`src/design/rgb_box_smooth_3x3_macros.svh`:
```
// assertion macros used by the smoothing filter rtl
`ifndef RGB_BOX_SMOOTH_3X3_MACROS_SVH
`define RGB_BOX_SMOOTH_3X3_MACROS_SVH

// same-cycle implication, checked on every rising edge out of reset
`define RBS_ASSERT_IMPL(label, ante, cons) \
  label: assert property (@(posedge clk_i) disable iff (!rst_ni) (ante) |-> (cons)) \
    else $error("rbs check failed");

// next-cycle implication
`define RBS_ASSERT_NEXT(label, ante, cons) \
  label: assert property (@(posedge clk_i) disable iff (!rst_ni) (ante) |=> (cons)) \
    else $error("rbs check failed");

`endif

```
`src/design/rbs_pkg.sv`:
```
// shared types, constants and reciprocal table for the 3x3 rgb smoothing filter
`timescale 1ns / 1ps
`default_nettype none

package rbs_pkg;

  localparam int MAX_SIDE_DEF     = 512;
  localparam int CHANNEL_BITS_DEF = 16;

  localparam int POS_W      = 9;
  localparam int SIZE_W     = 10;
  localparam int SIZE_RESET = 32;

  localparam int          APB_ADDR_W     = 3;
  localparam logic [0:0]  REG_IMAGE_SIZE = 1'b0;

  // quotient = (sum * recip) >> DIV_SHIFT, exact for sums below 2**20
  localparam int DIV_SHIFT = 24;
  localparam int RECIP_W   = 23;
  localparam logic [RECIP_W-1:0] RECIP_4 = RECIP_W'(1 << (DIV_SHIFT - 2));
  localparam logic [RECIP_W-1:0] RECIP_6 = RECIP_W'(((1 << DIV_SHIFT) + 5) / 6);
  localparam logic [RECIP_W-1:0] RECIP_9 = RECIP_W'(((1 << DIV_SHIFT) + 8) / 9);

  typedef enum logic [1:0] {
    DIV4 = 2'd0,
    DIV6 = 2'd1,
    DIV9 = 2'd2
  } div_kind_e;

  // one result to produce from the current window
  typedef struct packed {
    logic             rlo;   // drop the top window row
    logic             clo;   // drop the oldest window column
    logic [POS_W-1:0] row;
    logic [POS_W-1:0] col;
    logic             last;
  } job_t;

  function automatic logic [RECIP_W-1:0] recip_of(input div_kind_e kind);
    logic [RECIP_W-1:0] r;
    unique case (kind)
      DIV4:    r = RECIP_4;
      DIV6:    r = RECIP_6;
      DIV9:    r = RECIP_9;
      default: r = RECIP_9;
    endcase
    return r;
  endfunction

endpackage

`default_nettype wire

```
`src/design/rbs_mean.sv`:
```
// neighbourhood sum and reciprocal divide, two registered stages with backpressure
`timescale 1ns / 1ps
`default_nettype none

module rbs_mean import rbs_pkg::*; #(
  parameter int CHANNEL_BITS = CHANNEL_BITS_DEF
) (
  input  wire logic                          clk_i,
  input  wire logic                          rst_ni,
  input  wire logic                          in_valid_i,
  output logic                               in_ready_o,
  input  wire logic [2:0][CHANNEL_BITS-1:0]  win_i [3][3],
  input  wire job_t                          job_i,
  output logic                               out_valid_o,
  input  wire logic                          out_ready_i,
  output logic [CHANNEL_BITS-1:0]            out_red_o,
  output logic [CHANNEL_BITS-1:0]            out_green_o,
  output logic [CHANNEL_BITS-1:0]            out_blue_o,
  output logic [POS_W-1:0]                   out_row_o,
  output logic [POS_W-1:0]                   out_col_o,
  output logic                               out_last_o
);

  localparam int SUM_W  = CHANNEL_BITS + 4;
  localparam int PROD_W = SUM_W + RECIP_W;

  logic [2:0][SUM_W-1:0] sum;
  div_kind_e             kind;

  logic                  c_valid_q;
  logic [2:0][SUM_W-1:0] c_sum_q;
  div_kind_e             c_kind_q;
  logic [POS_W-1:0]      c_row_q, c_col_q;
  logic                  c_last_q;

  logic                   d_valid_q;
  logic [2:0][PROD_W-1:0] d_prod_q;
  logic [POS_W-1:0]       d_row_q, d_col_q;
  logic                   d_last_q;

  logic c_ready, d_ready;

  assign d_ready    = !d_valid_q || out_ready_i;
  assign c_ready    = !c_valid_q || d_ready;
  assign in_ready_o = c_ready;

  always_comb begin
    sum = '0;
    for (int ch = 0; ch < 3; ch++) begin
      for (int i = 0; i < 3; i++) begin
        for (int j = 0; j < 3; j++) begin
          if ((i != 0 || !job_i.rlo) && (j != 0 || !job_i.clo)) begin
            sum[ch] = sum[ch] + SUM_W'(win_i[i][j][ch]);
          end
        end
      end
    end
  end

  always_comb begin
    if (job_i.rlo && job_i.clo) begin
      kind = DIV4;
    end else if (job_i.rlo || job_i.clo) begin
      kind = DIV6;
    end else begin
      kind = DIV9;
    end
  end

  always_ff @(posedge clk_i or negedge rst_ni) begin
    if (!rst_ni) begin
      c_valid_q <= 1'b0;
      d_valid_q <= 1'b0;
    end else begin
      if (c_ready) begin
        c_valid_q <= in_valid_i;
      end
      if (d_ready) begin
        d_valid_q <= c_valid_q;
      end
    end
  end

  always_ff @(posedge clk_i) begin
    if (c_ready && in_valid_i) begin
      c_sum_q  <= sum;
      c_kind_q <= kind;
      c_row_q  <= job_i.row;
      c_col_q  <= job_i.col;
      c_last_q <= job_i.last;
    end
    if (d_ready && c_valid_q) begin
      for (int ch = 0; ch < 3; ch++) begin
        d_prod_q[ch] <= PROD_W'(c_sum_q[ch]) * PROD_W'(recip_of(c_kind_q));
      end
      d_row_q  <= c_row_q;
      d_col_q  <= c_col_q;
      d_last_q <= c_last_q;
    end
  end

  assign out_valid_o = d_valid_q;
  assign out_red_o   = d_prod_q[0][DIV_SHIFT +: CHANNEL_BITS];
  assign out_green_o = d_prod_q[1][DIV_SHIFT +: CHANNEL_BITS];
  assign out_blue_o  = d_prod_q[2][DIV_SHIFT +: CHANNEL_BITS];
  assign out_row_o   = d_row_q;
  assign out_col_o   = d_col_q;
  assign out_last_o  = d_last_q;

endmodule

`default_nettype wire
```
`config.mk`:
```
export PLATFORM = sky130hd
export DESIGN_NAME = rbs_mean
export DESIGN_NICKNAME = d
export VERILOG_FILES = /design/src/design/rgb_box_smooth_3x3_macros.svh /design/src/design/rbs_pkg.sv /design/src/design/rbs_mean.sv
export SDC_FILE = /design/constraint.sdc
export NUM_CORES = 2
export LEC_CHECK = 0
export BUFFER_PORTS_ARGS = -buffer_cell sky130_fd_sc_hd__buf_2
export CELL_PAD_IN_SITES_DETAIL_PLACEMENT = 0
export CELL_PAD_IN_SITES_GLOBAL_PLACEMENT = 2
export CORE_MARGIN = 2
export CORE_UTILIZATION = 42
export DETAILED_ROUTE_END_ITERATION = 12
export PLACE_DENSITY_LB_ADDON = 0.1
export SYNTH_ARGS = -nofsm -noshare
export SYNTH_HDL_FRONTEND = slang
export SYNTH_SLANG_ARGS = --single-unit
```
`constraint.sdc`:
```
create_clock -name clk_i -period 13.7 [get_ports clk_i]
set_input_delay 4.11 -clock clk_i [delete_from_list [all_inputs] [get_ports clk_i]]
set_output_delay 4.11 -clock clk_i [all_outputs]
set_load 0.01 [all_outputs]
```
==> results.cfg <==
[yosys]
yosys-top-cells-area = fa_1, ha_1, inv_1
syn_nets = 7347
synth_top_area_cell = fa_1
synthArstFlopShare_pct = 1.33
yosysWarnings = 0
netlist.area_leader.share_pct = 32.4
synth_seq_cells = 150
synthFlopType = edfxtp_1
synthCells = 5284
yosysUniqueCellTypes = 84
synth.avg_cell_area_um2 = 9.28
yosys-top-cells-count = inv_1, ha_1, fa_1
yosysSeqAreaShare_pct = 9.16
synth_edf_count = 148
synthesis.area_um2 = 49100
synth_most_common_cell = inv_1

[cts]
postCtsHoldBufs = 0
h-tree-depth = 4
path_clk_slew_ns = 0.08
cts_root_buffer = clkbuf_16
cts_sinks = 150
cts_tree = yes
clk_latency_ns = 0.53
cts.path.max_buffers = 2
numCtsBuffers = 17

[sta]
maxSlewViolCount = 0
period_share_pct = 96.6
hold_viol = 0
fmax_ghz = 0.0756
period_minus_slack_ns = 13.23
skew_ns = 0.0275
slew_headroom_pct = 35.6
worst_pin_slew_ns = 0.962
setup_viol = 0
timing.hold.ws_ns = 0.421

[routing]
first_pass_iters = 5
postRouteAntennaNets = 0
drtIter0Drc = 1320
routed-via-count = 37812
drcViolationCount = 0
wire_per_inst_um = 18.4
routed_via_density = 4.91
routed_wl_mm = 142

[grt]
grt_max_degree = 68
gr-total-overflow = 0
grt_pass1_vias = 39713
antenna_found_initial = 109
track_usage_pct = 24.1
grt_pass1_wl_mm = 222

[critical_path]
cp_num_buf_inv = 4
worstSetupEndpoint = c_sum_q[39]$_DFFE_PP_
r2r_end = out_green_o[15]$_DFFE_PP_
cpLargestDelayFamily = compound AO/OA/AOI/OAI gates
worstPathRequired_ns = 13.97
max_stage_delay_ns = 0.47
critPathSlowestCell = fa_1
worst_setup_path_end_kind = register
worstRegToRegCells = 26
worst-endpoint-arrival_ns = 13.50
critPathKind = in2reg
cp_max_fo = 6
crit_cells = 48
critPathLaunchType = primary input
r2r-start = c_kind_q[1]$_SDFFCE_PP0P_
reg2reg_setup_slack_ns = 4.70
crit_top_cell = nor2_1
critPathLaunch = job_i[19]

[floorplan]
io_pins = 526
die_x_um = 346
rows = 125
coreArea_um2 = 116000
fp.dieH_um = 346
start_util_pct = 42.3
dieArea_um2 = 120000

[finish]
fin_cells = 7707
syn_to_final_growth_pct = 17.6
nNetsFinal = 8213
multi_input_area_um2 = 40400
drive_above_1_share_pct = 18.6
fill_cells = 11332
regArea_um2 = 4490

[placement]
numPortBuffers = 525
place_hpwl_mm = 129
gp_congestion = 0.919
place_inst = 7636

[run_status]
status = finished clean

[job]
drv_cap = 0

[min_path]
hold_class = reg2reg
-- final cells by class --
class / instances / share of cell area (%)
clock buffer: 17 / 0.737
sequential: 150 / 7.79
tap: 1524 / 3.31
clock inverter: 15 / 0.340
inverter: 1239 / 8.07
multi-input combinational: 3827 / 70.0
antenna: 20 / 0.0868
timing repair buffer: 915 / 9.63
-- cells in the final DEF (no fill, tap or decap), drive strengths merged, types with 17 or more instances in the layout --
| cell | count |
|---|---|
| nand2b | 41 |
| diode | 20 |
| o21a | 52 |
| o21bai | 36 |
| or3 | 28 |
| xor2 | 87 |
| nand3 | 53 |
| a21oi | 242 |
| buf | 915 |
| nand2 | 210 |
| a31oi | 21 |
| o21ai | 183 |
| fa | 795 |
| a211oi | 27 |
| clkbuf | 17 |
| nor2 | 287 |
| xnor2 | 203 |
| ha | 811 |
| nor2b | 66 |
| o31ai | 18 |
| and3 | 30 |
| nor3 | 78 |
| inv | 1245 |
| edfxtp | 148 |
| a21o | 83 |
| and2 | 240 |
-- cell families (layout without fill, tap and decap cells) --
logic type | after synthesis | after routing | share of synthesized area, %
other | 0 | 20 | 0
AO/OA/AOI/OAI | 816 | 816 | 10.8
XOR/XNOR | 290 | 290 | 5.19
flip-flops | 150 | 150 | 9.16
buffers and inverters | 1307 | 2186 | 10.0
multiplexers | 17 | 17 | 0.367
AND/OR/NAND/NOR | 1089 | 1089 | 11.1
adder cells (fa/ha/maj) | 1615 | 1615 | 53.3
-- metrics by stage --
step | cell area, µm² | worst slack [ns] | util, % | TNS (ns)
6_report | 57700 | 0.472 | 49.7 | 0
5_1_grt | 57700 | -0.0847 | 49.7 | -0.202
3_3_place_gp | 56300 | -0.285 | 48.5 | -1.27
2_1_floorplan | 49200 | -0.0475 | - | -0.0475
3_5_place_dp | 56300 | -0.420 | 48.5 | -2.45
4_1_cts | 56900 | 0.164 | 49.0 | 0
-- worst reg2reg max path, stage by stage (launching register included) --
cell	delay, ns
edfxtp_1	0.57
nor2b_4	0.16
buf_4	0.55
and2_1	0.51
fa_1	0.51
fa_1	0.51
inv_1	0.08
fa_1	0.48
inv_1	0.06
fa_1	0.55
inv_1	0.05
fa_1	0.49
inv_1	0.05
fa_1	0.46
fa_1	0.47
ha_1	0.30
a2111oi_0	0.55
o211ai_1	0.17
a41oi_1	0.35
o211a_1	0.25
o31ai_1	0.17
a221oi_1	0.53
o21ai_0	0.28
o21a_1	0.26
o21a_1	0.19
nor2_1	0.12
xnor2_1	0.07
-- registers in the layout, indices dropped and copies added (netlist names), 2 cells and up --
signal       cells
c_col_q          9
c_kind_q         2
c_row_q          9
c_sum_q         60
out_blue_o      16
out_col_o        9
out_green_o     16
out_red_o       16
out_row_o        9
-- metal layers --
metal	vias up	share of wire, %	GRT usage, %
met1	17904	46	32.1
met5	-	0.51	0
met4	116	2.0	4.90
li1	18762	-	-
met3	249	6.3	5.88
met2	781	46	39.7
-- worst min-delay path by stage --
stage,cells past startpoint,slack [ns],endpoint,start
finish,0,0.42,out_col_o[6]$_DFFE_PP_,c_col_q[6]$_DFFE_PP_
global route,0,0.43,out_col_o[5]$_DFFE_PP_,c_col_q[5]$_DFFE_PP_
CTS,0,0.42,out_col_o[6]$_DFFE_PP_,c_col_q[6]$_DFFE_PP_
detailed placement,0,0.40,out_col_o[6]$_DFFE_PP_,c_col_q[6]$_DFFE_PP_
global placement,0,0.40,out_row_o[6]$_DFFE_PP_,c_row_q[6]$_DFFE_PP_
floorplan,0,0.40,out_col_o[0]$_DFFE_PP_,c_col_q[0]$_DFFE_PP_
-- timing repair --
item | 4_1_cts | 5_1_grt
gates resized for setup | 0 | 161
setup buffers | 0 | 19
setup endpoints to repair | 0 | 16
Power is left out: the tool's default activity adds up to more than one toggle a clock period on the data nets, which glitch-free logic cannot reach.
